--- src/rtl/dsg_pkg.sv ---
// Shared widths, item and result types for the softened gravity summation block.
`default_nettype none
package dsg_pkg;
    localparam int ACC_W   = 48;             // accumulator width
    localparam int OUT_W   = 48;             // width of the emitted sums
    localparam int POS_W   = 32;             // Q16.16 position
    localparam int D_W     = POS_W + 1;      // position difference
    localparam int M_W     = 32;             // Q16.16 mass
    localparam int S_W     = 50;             // softened squared distance
    localparam int SQ_W    = S_W + 12;       // square-root operand (even)
    localparam int R_W     = SQ_W / 2;       // square root
    localparam int DEN_W   = S_W + R_W;      // divisor
    localparam int NUM_SH  = 22;             // numerator scaling shift
    localparam int NUM_W   = D_W + M_W + NUM_SH;
    localparam int REM_W   = DEN_W + 1;      // divider remainder
    localparam int DIV_CW  = $clog2(ACC_W + 1);
    localparam int MUL_W   = 33;             // shared multiplier operand width
    localparam int PROD_W  = 2 * MUL_W;
    localparam int SPLIT   = S_W / 2;        // low half of s in the divisor product
    localparam int QD      = 2;              // item queue depth
    localparam int QP_W    = 1;              // item queue pointer width

    typedef struct packed {
        logic [2:0][D_W-1:0] adx;   // |target - source| per axis
        logic [2:0]          sub;   // 1: term is subtracted (difference positive)
        logic [M_W-1:0]      mass;
        logic                skip;
        logic                first;
        logic                last;
    } t_item;

    typedef struct packed {
        logic [OUT_W-1:0] ax;
        logic [OUT_W-1:0] ay;
        logic [OUT_W-1:0] az;
        logic             sat;
    } t_res;
endpackage
`default_nettype wire

--- src/rtl/dsg_front.sv ---
// Front end: take requests, form per-axis distances and queue them for the back end.
`default_nettype none
module dsg_front (
    input  wire                          i_clk,
    input  wire                          i_rst_n,
    input  wire                          push,
    output logic                         full,
    input  wire  signed [dsg_pkg::POS_W-1:0] i_target_x,
    input  wire  signed [dsg_pkg::POS_W-1:0] i_target_y,
    input  wire  signed [dsg_pkg::POS_W-1:0] i_target_z,
    input  wire  signed [dsg_pkg::POS_W-1:0] i_source_x,
    input  wire  signed [dsg_pkg::POS_W-1:0] i_source_y,
    input  wire  signed [dsg_pkg::POS_W-1:0] i_source_z,
    input  wire         [dsg_pkg::M_W-1:0]   i_source_mass,
    input  wire                          i_is_self,
    input  wire                          i_first_source,
    input  wire                          i_last_source,
    output logic                         o_avail,
    output dsg_pkg::t_item               o_item,
    input  wire                          i_take
);
    dsg_pkg::t_item r_q [dsg_pkg::QD];
    logic [dsg_pkg::QP_W-1:0] r_wp, r_rp;
    logic [dsg_pkg::QP_W:0]   r_cnt;
    dsg_pkg::t_item w_new;
    logic w_push, w_pop;
    logic signed [dsg_pkg::D_W-1:0] w_dx [3];
    logic signed [dsg_pkg::POS_W-1:0] w_t [3];
    logic signed [dsg_pkg::POS_W-1:0] w_s [3];

    assign w_t[0] = i_target_x;
    assign w_t[1] = i_target_y;
    assign w_t[2] = i_target_z;
    assign w_s[0] = i_source_x;
    assign w_s[1] = i_source_y;
    assign w_s[2] = i_source_z;

    always_comb begin
        w_new = '0;
        for (int i = 0; i < 3; i++) begin
            w_dx[i] = dsg_pkg::D_W'(w_t[i]) - dsg_pkg::D_W'(w_s[i]);
            w_new.adx[i] = w_dx[i][dsg_pkg::D_W-1] ? dsg_pkg::D_W'(-w_dx[i])
                                                  : dsg_pkg::D_W'(w_dx[i]);
            w_new.sub[i] = !w_dx[i][dsg_pkg::D_W-1] && (w_dx[i] != '0);
        end
        w_new.mass  = i_source_mass;
        w_new.skip  = i_is_self;
        w_new.first = i_first_source;
        w_new.last  = i_last_source;
    end

    assign full    = (r_cnt == (dsg_pkg::QP_W+1)'(dsg_pkg::QD));
    assign o_avail = (r_cnt != '0);
    assign o_item  = r_q[r_rp];
    assign w_push  = push && !full;
    assign w_pop   = i_take && o_avail;

    always_ff @(posedge i_clk) begin
        if (w_push) begin
            r_q[r_wp] <= w_new;
        end
        if (!i_rst_n) begin
            r_wp  <= '0;
            r_rp  <= '0;
            r_cnt <= '0;
        end else begin
            if (w_push) begin
                r_wp <= r_wp + 1'b1;
            end
            if (w_pop) begin
                r_rp <= r_rp + 1'b1;
            end
            r_cnt <= r_cnt + (dsg_pkg::QP_W+1)'(w_push) - (dsg_pkg::QP_W+1)'(w_pop);
        end
    end
endmodule
`default_nettype wire

--- config.mk ---
export PLATFORM = sky130hd
export DESIGN_NAME = dsg_front
export DESIGN_NICKNAME = d
export VERILOG_FILES = /design/src/rtl/dsg_pkg.sv /design/src/rtl/dsg_front.sv
export SDC_FILE = /design/constraint.sdc
export NUM_CORES = 1
export LEC_CHECK = 0
export ABC_CLOCK_PERIOD_IN_PS = 7900
export BUFFER_PORTS_ARGS = -buffer_cell sky130_fd_sc_hd__buf_2
export CAP_MARGIN = 15
export CORE_MARGIN = 1
export CORE_UTILIZATION = 51
export CTS_BUF_LIST = sky130_fd_sc_hd__clkbuf_4 sky130_fd_sc_hd__clkbuf_8 sky130_fd_sc_hd__clkbuf_16
export CTS_CLUSTER_DIAMETER = 80
export DETAILED_ROUTE_END_ITERATION = 16
export PLACE_DENSITY = 0.75
export SETUP_SLACK_MARGIN = 0.2
export SLEW_MARGIN = 10
export SYNTH_ARGS = -nofsm -noshare
export SYNTH_HDL_FRONTEND = slang
export SYNTH_SLANG_ARGS = --single-unit
--- constraint.sdc ---
create_clock -name i_clk -period 7.9 [get_ports i_clk]
set_input_delay 1.185 -clock i_clk [delete_from_list [all_inputs] [get_ports i_clk]]
set_output_delay 1.185 -clock i_clk [all_outputs]
set_load 0.01 [all_outputs]
==> flow_summary.ini, run 1 <==
[cts]
htree_levels = 1
clkSlewWorstSetupHoldPaths_ns = 0.06
hold_buffers = 0
post_cts_buffers = 0
cts_tree = yes
cts.sink_count = 279
clockBufferDepth = 3
cts_root_buf = clkbuf_16
worstSkewPairLatency_ns = 0.55
cts_resized = 0
numCtsBuffers = 30

[power]
ir_worst_vdd_v = 0.000191
p_total_mw = 5.44
pwr_density_cell_mw_per_mm2 = 252
p_leak_nw = 8.74

[synthesis]
synthCells = 1727
synth_edf_count = 274
synth_nets = 2062
yosys_warnings = 0
synth_top_area_share = 0.448
synth_seq_cells = 279
synth_top_cell_by_area = edfxtp_1
synthTopCellsByArea = edfxtp_1 (45%), mux2_2 (8.5%), ha_1 (6.9%), xnor2_1 (5.4%), a21oi_1 (2.8%)
synthDistinctLibCells = 81
synth_ff_type = edfxtp_1
synth-async-reset-ratio = 0
synth.avg_cell_area_um2 = 10.6
seq_area_frac_synth = 0.453
syn_area_mm2 = 0.0184

[hold_path]
holdPathStages = 2
hp-class = flip-flop to flip-flop
min_from = r_rp

[routing]
first_iter_violations = 722
routedWlPerCell_um = 18.1
routed_wl_mm = 46.2
dr.pass1.iters = 6
antenna_left = 0
drc = 0
vias = 14600
avgViaCountPerCell = 5.72

[finish]
final_core_util = 0.609
area_growth_pct = 17.5
fillers = 2916
fin_nets = 2403
drive_gt1_frac = 0.284
diodes = 0

[sta]
drv_slew = 0
slew_headroom = 0.328
clock_skew_ns = 0.00905
max_clock_freq_mhz = 203
fin_crit_ns = 4.93
setup_violations = 0
rsz0062_at_grt = no
tightest_slew_ns = 1.01
hold_viol_final = 0
period_share = 0.625
fin_tns_setup_ns = 0

[global_routing]
grt_util_all_layers = 0.243
grt_pass1_vias = 14300
grt_remaining_overflow = 0
antenna_found_initial = 1
grt_max_degree = 74
grt_pass1_wl_mm = 71.6

[critical_path]
critical_path_class = input port to flip-flop
ff2ff_path_depth = 3
r2r_setup_slack_ns = 5.18
r2r-end = r_q[1][20]
critPathMaxFanout = 5
worst_ep_arrival_time_ns = 5.22
worst_r2r_startpoint = r_cnt[0]
crit_path_end_kind = flip-flop
critPathLaunchType = input port
cp.required_ns = 8.18

[placement]
routabilityCongestion = 0.967
dp_hpwl_mm = 35.6
port_buffers = 369

[floorplanning]
dieArea_mm2 = 0.0368
ios = 370
die_h_um = 192
core_area_mm2 = 0.0355
num_rows = 69
initial_utilization = 0.518
chipWidth_um = 192

[run_status]
status = complete, no violations

[flow_run]
maxCapViolCount = 0
==> metrics by stage <==
| step | cell area [um^2] | hold slack, ns | setup WS (ns) | instances |
|---|---|---|---|---|
| 2_1_floorplan | 18400 | 0.504 | 0.286 | 1727 |
| 3_3_place_gp | 20600 | 0.523 | 2.77 | 2497 |
| 3_5_place_dp | 20600 | 0.526 | 2.52 | 2497 |
| 4_1_cts | 21600 | 0.542 | 3.07 | 2552 |
| 5_1_grt | 21600 | 0.603 | 2.67 | 2552 |
| 6_report | 21600 | 0.546 | 2.97 | 2552 |
==> cells in the mapped netlist, types with 5 or more instances <==
master,number
o21a_1,17
a311oi_1,6
a31oi_1,22
or2_2,10
o2111ai_1,8
nor2_1,86
nand2b_1,14
nor2b_1,13
a21o_1,31
xnor2_1,114
nand3_1,40
ha_1,101
a2111oi_0,5
edfxtp_1,274
o211ai_1,10
o21ai_0,85
a211oi_1,14
nand4_1,20
nor4_1,15
a221o_1,6
nor4b_1,5
and2_1,26
nor3_1,37
a41oi_1,5
and3_1,19
o21bai_1,12
mux2_2,139
xor2_1,50
or3_1,17
clkbuf_1,63
dfxtp_1,5
inv_1,128
a21oi_1,103
a21boi_0,6
nand2_1,109
o31ai_1,27
==> state kept, by name, indices dropped and copies added (netlist names), named ones only <==
signal / flops
r_cnt: 2
r_q: 274
r_rp: 1
r_wp: 1
==> critical path, stage by stage <==
cell and delay (ns):
buf_2 0.07, inv_1 0.03, ha_1 0.23, fa_1 0.42
nand2b_1 0.20, a21oi_1 0.29, a31oi_1 0.28, o31ai_1 0.33
xor2_1 0.14, a2111oi_0 0.59, nand4b_1 0.35, nor4_1 0.69
a31oi_1 0.21, xor2_1 0.20
==> cells by family after synthesis <==
group | count (synthesis) | synth area share
muxes | 141 | 0.0863
and+or+nand+nor | 441 | 0.124
buffers and inverters | 193 | 0.0396
adders and majority gates | 104 | 0.0720
DFF | 279 | 0.453
xor gates and xnor gates | 164 | 0.0782
AOI/OAI and AO/OA | 405 | 0.146
==> cell type report <==
cell class	count	area (um^2)	share of cell area
multi-input cells	1255	9350	0.433
well taps	461	577	0.0267
flip-flops and latches	279	8330	0.386
clock inverters	21	181	0.00840
clock buffers	34	798	0.0370
inverters	128	480	0.0222
repair buffers	374	1880	0.0872
==> report_power, final <==
part           switching, mW  total, mW  internal [mW]  leakage, nW
sequential            0.0963       2.10           2.00         2.60
combinational           1.13       1.96          0.833         5.66
clock                  0.564       1.38          0.819        0.481
total                   1.79       5.44           3.65         8.74
==> cell usage in the layout (no fill, tap or decap), types with 5 or more instances in the layout <==
master and count:
buf_4 5, a31oi_1 22, or3_1 17, nand3_1 40, o211ai_1 10, o21a_1 17, nor2_1 85, nand2_1 109
a221o_1 6, a21oi_1 103, clkbuf_16 31, nand2b_1 14, or2_2 10, ha_1 101, edfxtp_1 274, o21ai_0 85
nand4_1 20, a211oi_1 14, inv_1 128, buf_2 369, o2111ai_1 8, clkinv_1 9, nor2b_1 13, xor2_1 50
mux2_2 139, nor4_1 15, a311oi_1 6, xnor2_1 114, clkinv_2 5, a21boi_0 6, o31ai_1 26, nor4b_1 5
o21bai_1 12, a21o_1 31, and3_1 18, and2_1 26, nor3_1 37, a2111oi_0 5
==> routing by layer <==
layer / GRT usage / up-vias / share of wire
li1: - / 7124 / -
met1: 0.298 / 6941 / 0.41
met2: 0.430 / 445 / 0.49
met3: 0.0446 / 86 / 0.065
met4: 0.0788 / 2 / 0.031
met5: 0 / - / 0.00026
==> how the worst max path moves through the flow <==
stage,start,endpoint,slack [ns],cells after the start
finish,i_target_z[0],r_q[0][133],2.97,14
global route,i_target_x[0],r_q[1][70],2.67,14
CTS,i_target_z[0],r_q[1][134],3.07,14
detailed placement,i_target_z[0],r_q[1][135],2.52,14
global placement,i_target_z[0],r_q[0][133],2.77,14
floorplan,push,r_q[0][0],0.29,2
No activity file was read; power rests on OpenSTA's default activity.
==> run 2, diff against run 1 <==
--- a/config.mk
+++ b/config.mk
@@ -5,15 +5,15 @@
 export SDC_FILE = /design/constraint.sdc
 export NUM_CORES = 1
 export LEC_CHECK = 0
-export ABC_CLOCK_PERIOD_IN_PS = 7900
+export ABC_CLOCK_PERIOD_IN_PS = 5000
 export BUFFER_PORTS_ARGS = -buffer_cell sky130_fd_sc_hd__buf_2
 export CAP_MARGIN = 15
 export CORE_MARGIN = 1
-export CORE_UTILIZATION = 51
+export CORE_UTILIZATION = 55
 export CTS_BUF_LIST = sky130_fd_sc_hd__clkbuf_4 sky130_fd_sc_hd__clkbuf_8 sky130_fd_sc_hd__clkbuf_16
 export CTS_CLUSTER_DIAMETER = 80
 export DETAILED_ROUTE_END_ITERATION = 16
-export PLACE_DENSITY = 0.75
+export PLACE_DENSITY = 0.77
 export SETUP_SLACK_MARGIN = 0.2
 export SLEW_MARGIN = 10
 export SYNTH_ARGS = -nofsm -noshare
==> constraint.sdc (replaced) <==
create_clock -name i_clk -period 5 [get_ports i_clk]
set_input_delay 0.75 -clock i_clk [delete_from_list [all_inputs] [get_ports i_clk]]
set_output_delay 0.75 -clock i_clk [all_outputs]
set_load 0.01 [all_outputs]
==> run 2 against run 1 <==
  * Count of clock-buffer cells in the layout increased by 2
  * First-iteration DRC count increased by 21%
  * Global-route usage grew 1.8 points
  * Setup slack worse by 2.3 ns
  * Non-clock buffer count up 10
  * Power rose by 62%
  * Final cell count decreased by 0.27%
  * Highest routed layer unchanged
==> flow_summary.ini, run 2 (same netlist as run 1, synthesis figures left out) <==
[finish]
area_growth_pct = 18.6
final_cells = 2545
fin_nets = 2413
largest_reg_flops = 274
layout_commonest_cell = buf_2
final_area_mm2 = 0.0218
drive_gt1_frac = 0.289
largest-register = r_q
top_regs = r_q: 274 flops, r_cnt: 2 flops
final_cell_mix = buf_2 (369), edfxtp_1 (274), mux2_2 (139)
final_core_util = 0.667

[global_routing]
grt_max_degree = 84
grt_util_all_layers = 0.261
antenna_found_initial = 4
grt_remaining_overflow = 0
grt_pass1_wl_mm = 70.8
grt_pass1_vias = 14200

[placement]
routabilityCongestion = 0.932
placedCellCount = 2488
port_buffers = 369
dpl_cell_area_mm2 = 0.0207
dp_hpwl_mm = 35.1
post-place-ws_ns = 0.197

[sta]
slew_headroom = 0.349
setup_violations = 0
period_share = 0.866
hold_viol_final = 0
clock_skew_ns = 0.0184
fin_crit_ns = 4.33
max_clock_freq_mhz = 231
drv_slew = 0
tightest_slew_ns = 0.977
fin_tns_setup_ns = 0
rsz0062_at_grt = no
worst_slack_ns = 0.669

[routing]
routedWlPerCell_um = 18.1
vias = 14700
dr.pass1.iters = 5
first_iter_violations = 872
avgViaCountPerCell = 5.77
antenna_left = 0
routed_wl_mm = 46.0
drc = 0

[cts]
numCtsBuffers = 30
post_cts_buffers = 0
cts_root_buf = clkbuf_16
cts.sink_count = 279
cts_resized = 0
clkSlewWorstSetupHoldPaths_ns = 0.06
hold_buffers = 0
worstSkewPairLatency_ns = 0.56
clockBufferDepth = 3
cts_tree = yes
htree_levels = 1

[critical_path]
startpoint = i_target_y[0]
critPathMaxFanout = 7
ff2ff_path_depth = 4
cp_cell_sequence = buf_2 > inv_1 > ha_1 > fa_1 > nor2b_1 > o2111ai_1 > a211oi_1 > a311o_1 > nor3_1 > a2111o_1 > or3_1 > nor4_2 > a31oi_1 > xnor2_1
worst_r2r_startpoint = r_cnt[0]
r2r_setup_slack_ns = 2.62
worst_path_largest_cell_delay_ns = 0.63
critical_path_class = input port to flip-flop
cp.required_ns = 5.28
slowest_stage = a211oi_1
r2r-end = r_q[0][52]
critPathLaunchType = input port
worst_ep_arrival_time_ns = 4.61
crit_path_end_kind = flip-flop

[floorplanning]
dieArea_mm2 = 0.0341
chipWidth_um = 185
ios = 370
num_rows = 66
die_h_um = 185
core_area_mm2 = 0.0327
initial_utilization = 0.562

[flow_run]
maxCapViolCount = 0

[power]
ir_worst_vdd_v = 0.000314
pwr_density_cell_mw_per_mm2 = 405
p_leak_nw = 8.85

[hold_path]
whs_endpoint = r_q[1][9]
holdPathStages = 1
hp-class = input port to flip-flop
min_from = i_source_mass[6]

[run_status]
status = complete, no violations
==> run 2: cell count changes in the layout (fill, tap and decap cells not counted) <==
cell        before  now
clkinvlp_4       2    1
clkinv_4         1    3
clkinv_2         5    3
buf_4            5   11
a41oi_1          4    5
buf_12           0    4
a41oi_2          1    0
diode_2          0    3
clkbuf_4         3    5
clkinv_1         9    3
inv_8            0    1
bufinv_16        3    6
==> run 2: stage by stage <==
step           power, mW  hold slack, ns
5_1_grt             9.26           0.351
3_5_place_dp        6.49           0.535
3_3_place_gp        6.41           0.520
2_1_floorplan       5.41           0.504
4_1_cts             8.89           0.347
6_report            8.83           0.377
==> run 2: cell type report <==
cell class	count	area, um^2
well taps	442	553
repair buffers	384	2010
clock inverters	18	260
inverters	128	480
clock buffers	36	813
fillers	2611	10900
diodes	3	7.51
multi-input cells	1255	9340
flip-flops and latches	279	8330
==> run 2: how the worst max path moves through the flow <==
stage | end | slack, ns
finish | r_q[1][100] | 0.67
global route | r_q[1][133] | 0.33
CTS | r_q[1][100] | 0.78
detailed placement | r_q[1][100] | 0.20
global placement | r_q[1][100] | 0.34
floorplan | r_q[1][0] | 0.54
==> run 2: per-layer routing <==
layer / part of all wire / global-route usage / vias to the layer above
met2: 0.48 / 0.452 / 540
met3: 0.073 / 0.0517 / 78
met5: 0.00024 / 0 / -
met4: 0.030 / 0.0853 / 2
li1: - / - / 7157
met1: 0.42 / 0.326 / 6913
==> run 2: worst max-delay path: cells and delay by family <==
family / cells / cell delay [ns]
buffers and inverters: 2 / 0.12
AOI/OAI and AO/OA: 5 / 1.71
xor gates and xnor gates: 1 / 0.18
adders and majority gates: 2 / 0.65
and+or+nand+nor: 4 / 1.19
==> run 2: power breakdown <==
| group | switching, mW | internal, mW |
|---|---|---|
| Sequential | 0.148 | 3.16 |
| Combinational | 1.80 | 1.34 |
| Clock | 0.903 | 1.47 |
| Total | 2.86 | 5.97 |
==> run 3, diff against run 2 <==
--- a/config.mk
+++ b/config.mk
@@ -9,11 +9,11 @@
 export BUFFER_PORTS_ARGS = -buffer_cell sky130_fd_sc_hd__buf_2
 export CAP_MARGIN = 15
 export CORE_MARGIN = 1
-export CORE_UTILIZATION = 55
+export CORE_UTILIZATION = 56
 export CTS_BUF_LIST = sky130_fd_sc_hd__clkbuf_4 sky130_fd_sc_hd__clkbuf_8 sky130_fd_sc_hd__clkbuf_16
 export CTS_CLUSTER_DIAMETER = 80
 export DETAILED_ROUTE_END_ITERATION = 16
-export PLACE_DENSITY = 0.77
+export PLACE_DENSITY = 0.78
 export SETUP_SLACK_MARGIN = 0.2
 export SLEW_MARGIN = 10
 export SYNTH_ARGS = -nofsm -noshare
==> run 3 against run 2 <==
  * First-iteration DRC count is 14% higher
  * Sequential share of layout area rose by 0.21 points
  * Setup slack improved by 0.097 ns
  * Register-to-register slack gained 0.14 ns
  * Critical endpoint is now r_q[0][70]
  * Highest routed layer unchanged
==> flow_summary.ini, run 3 (same netlist as run 1, synthesis figures left out) <==
[routing]
drc = 0
antenna_left = 0
routed_wl_mm = 45.9
dr_wl_met2_mm = 22.3
routedWlPerCell_um = 18.1
first_iter_violations = 991
dr.pass1.iters = 5
wl_met3_mm = 3.02
highest_layer = met5
avgViaCountPerCell = 5.79
vias = 14700
met1_length_mm = 19.4

[sta]
tightest_slew_ns = 1.00
rsz0062_at_grt = no
hold_viol_final = 0
worst_slack_ns = 0.766
slew_headroom = 0.334
period_share = 0.847
setup_violations = 0
fin_tns_setup_ns = 0
fin_crit_ns = 4.23
clock_skew_ns = 0.00858
drv_slew = 0
max_clock_freq_mhz = 236

[cts]
htree_levels = 1
clkSlewWorstSetupHoldPaths_ns = 0.06
cts_root_buf = clkbuf_16
cts.sink_count = 279
numCtsBuffers = 29
clockBufferDepth = 3
cts_resized = 0
worstSkewPairLatency_ns = 0.55
post_cts_buffers = 0
cts_tree = yes
hold_buffers = 0

[finish]
final_cell_mix = buf_2 (369), edfxtp_1 (274), mux2_2 (139)
top_regs = r_q: 274 flops, r_cnt: 2 flops
final_cells = 2539
largest_reg_flops = 274
fillers = 2539
drive_gt1_frac = 0.286
layout_commonest_cell = buf_2
fin_nets = 2410
largest-register = r_q
area_growth_pct = 18.0
final_core_util = 0.680

[flow_run]
maxCapViolCount = 0

[hold_path]
hp-class = input port to flip-flop
min_from = i_source_mass[0]
holdPathStages = 1

[floorplanning]
initial_utilization = 0.576
core_area_mm2 = 0.0319
chipWidth_um = 183
ios = 370
num_rows = 65
dieArea_mm2 = 0.0335
die_h_um = 183

[run_status]
status = complete, no violations

[power]
pwr_density_cell_mw_per_mm2 = 398
p_total_mw = 8.63
p_leak_nw = 8.79
ir_worst_vdd_v = 0.000333

[global_routing]
antenna_found_initial = 7
grt_max_degree = 117
grt_remaining_overflow = 0
grt_pass1_vias = 13900
grt_util_all_layers = 0.262
grt_pass1_wl_mm = 70.2

[critical_path]
ff2ff_path_depth = 4
critPathMaxFanout = 5
worst_r2r_startpoint = r_cnt[0]
crit_path_end_kind = flip-flop
worst_ep_arrival_time_ns = 4.56
critPathLaunchType = input port
critical_path_class = input port to flip-flop
startpoint = i_target_x[0]
cp.required_ns = 5.32

[placement]
placedCellCount = 2479
routabilityCongestion = 0.926
dp_hpwl_mm = 35.3
post-place-ws_ns = 0.312
port_buffers = 369
run 3: changes by cell type in the layout (fill, tap and decap cells not counted), sizes merged:
cell,change
inv,-1
diode,+3
clkinvlp,+1
clkbuf,-5
bufinv,-2
clkinv,+7
buf,-2
run 3: where the power goes:
group	leakage [nW]	internal, mW	switching, mW
clock network	0.477	1.28	0.883
logic	5.71	1.34	1.80
registers	2.60	3.16	0.159
total	8.79	5.78	2.85
run 3: final timing paths:
path           endpoint  slack (ns)
max          r_q[0][70]        0.77
min           r_q[1][3]        0.38
max reg2reg  r_q[0][53]        2.76
min reg2reg   flip-flop        0.55
run 3: layer usage:
layer  track usage  up-vias
met2         0.461      510
met1         0.334     6976
met4        0.0743        2
met5             0        -
met3        0.0415       64
li1              -     7155
run 3: final cells by class:
cell class                 count  area [um^2]  share of cell area
antenna                        6         15.0            0.000693
inverter                     128          480              0.0222
tap                          435          544              0.0251
clock inverter                23          233              0.0107
clock buffer                  31          741              0.0342
sequential                   279         8330               0.384
timing repair buffer         382         1990              0.0920
multi-input combinational   1255         9340               0.431
run 3: stage by stage:
step | area (um^2) | hold WS (ns)
detailed placement | 20700 | 0.532
global route | 21700 | 0.366
floorplan | 18400 | 0.504
global placement | 20700 | 0.520
CTS | 21700 | 0.361
finish | 21700 | 0.383
run 3: worst max-delay path, cell delays in order:
cell,delay (ns)
buf_2,0.08
inv_1,0.03
ha_1,0.22
fa_1,0.41
nand2b_1,0.18
a21oi_1,0.29
o2111ai_1,0.32
a2111oi_0,0.51
a211oi_1,0.13
xor2_1,0.22
nor4b_1,0.47
nand2_1,0.23
nor3_1,0.29
nor4bb_1,0.43
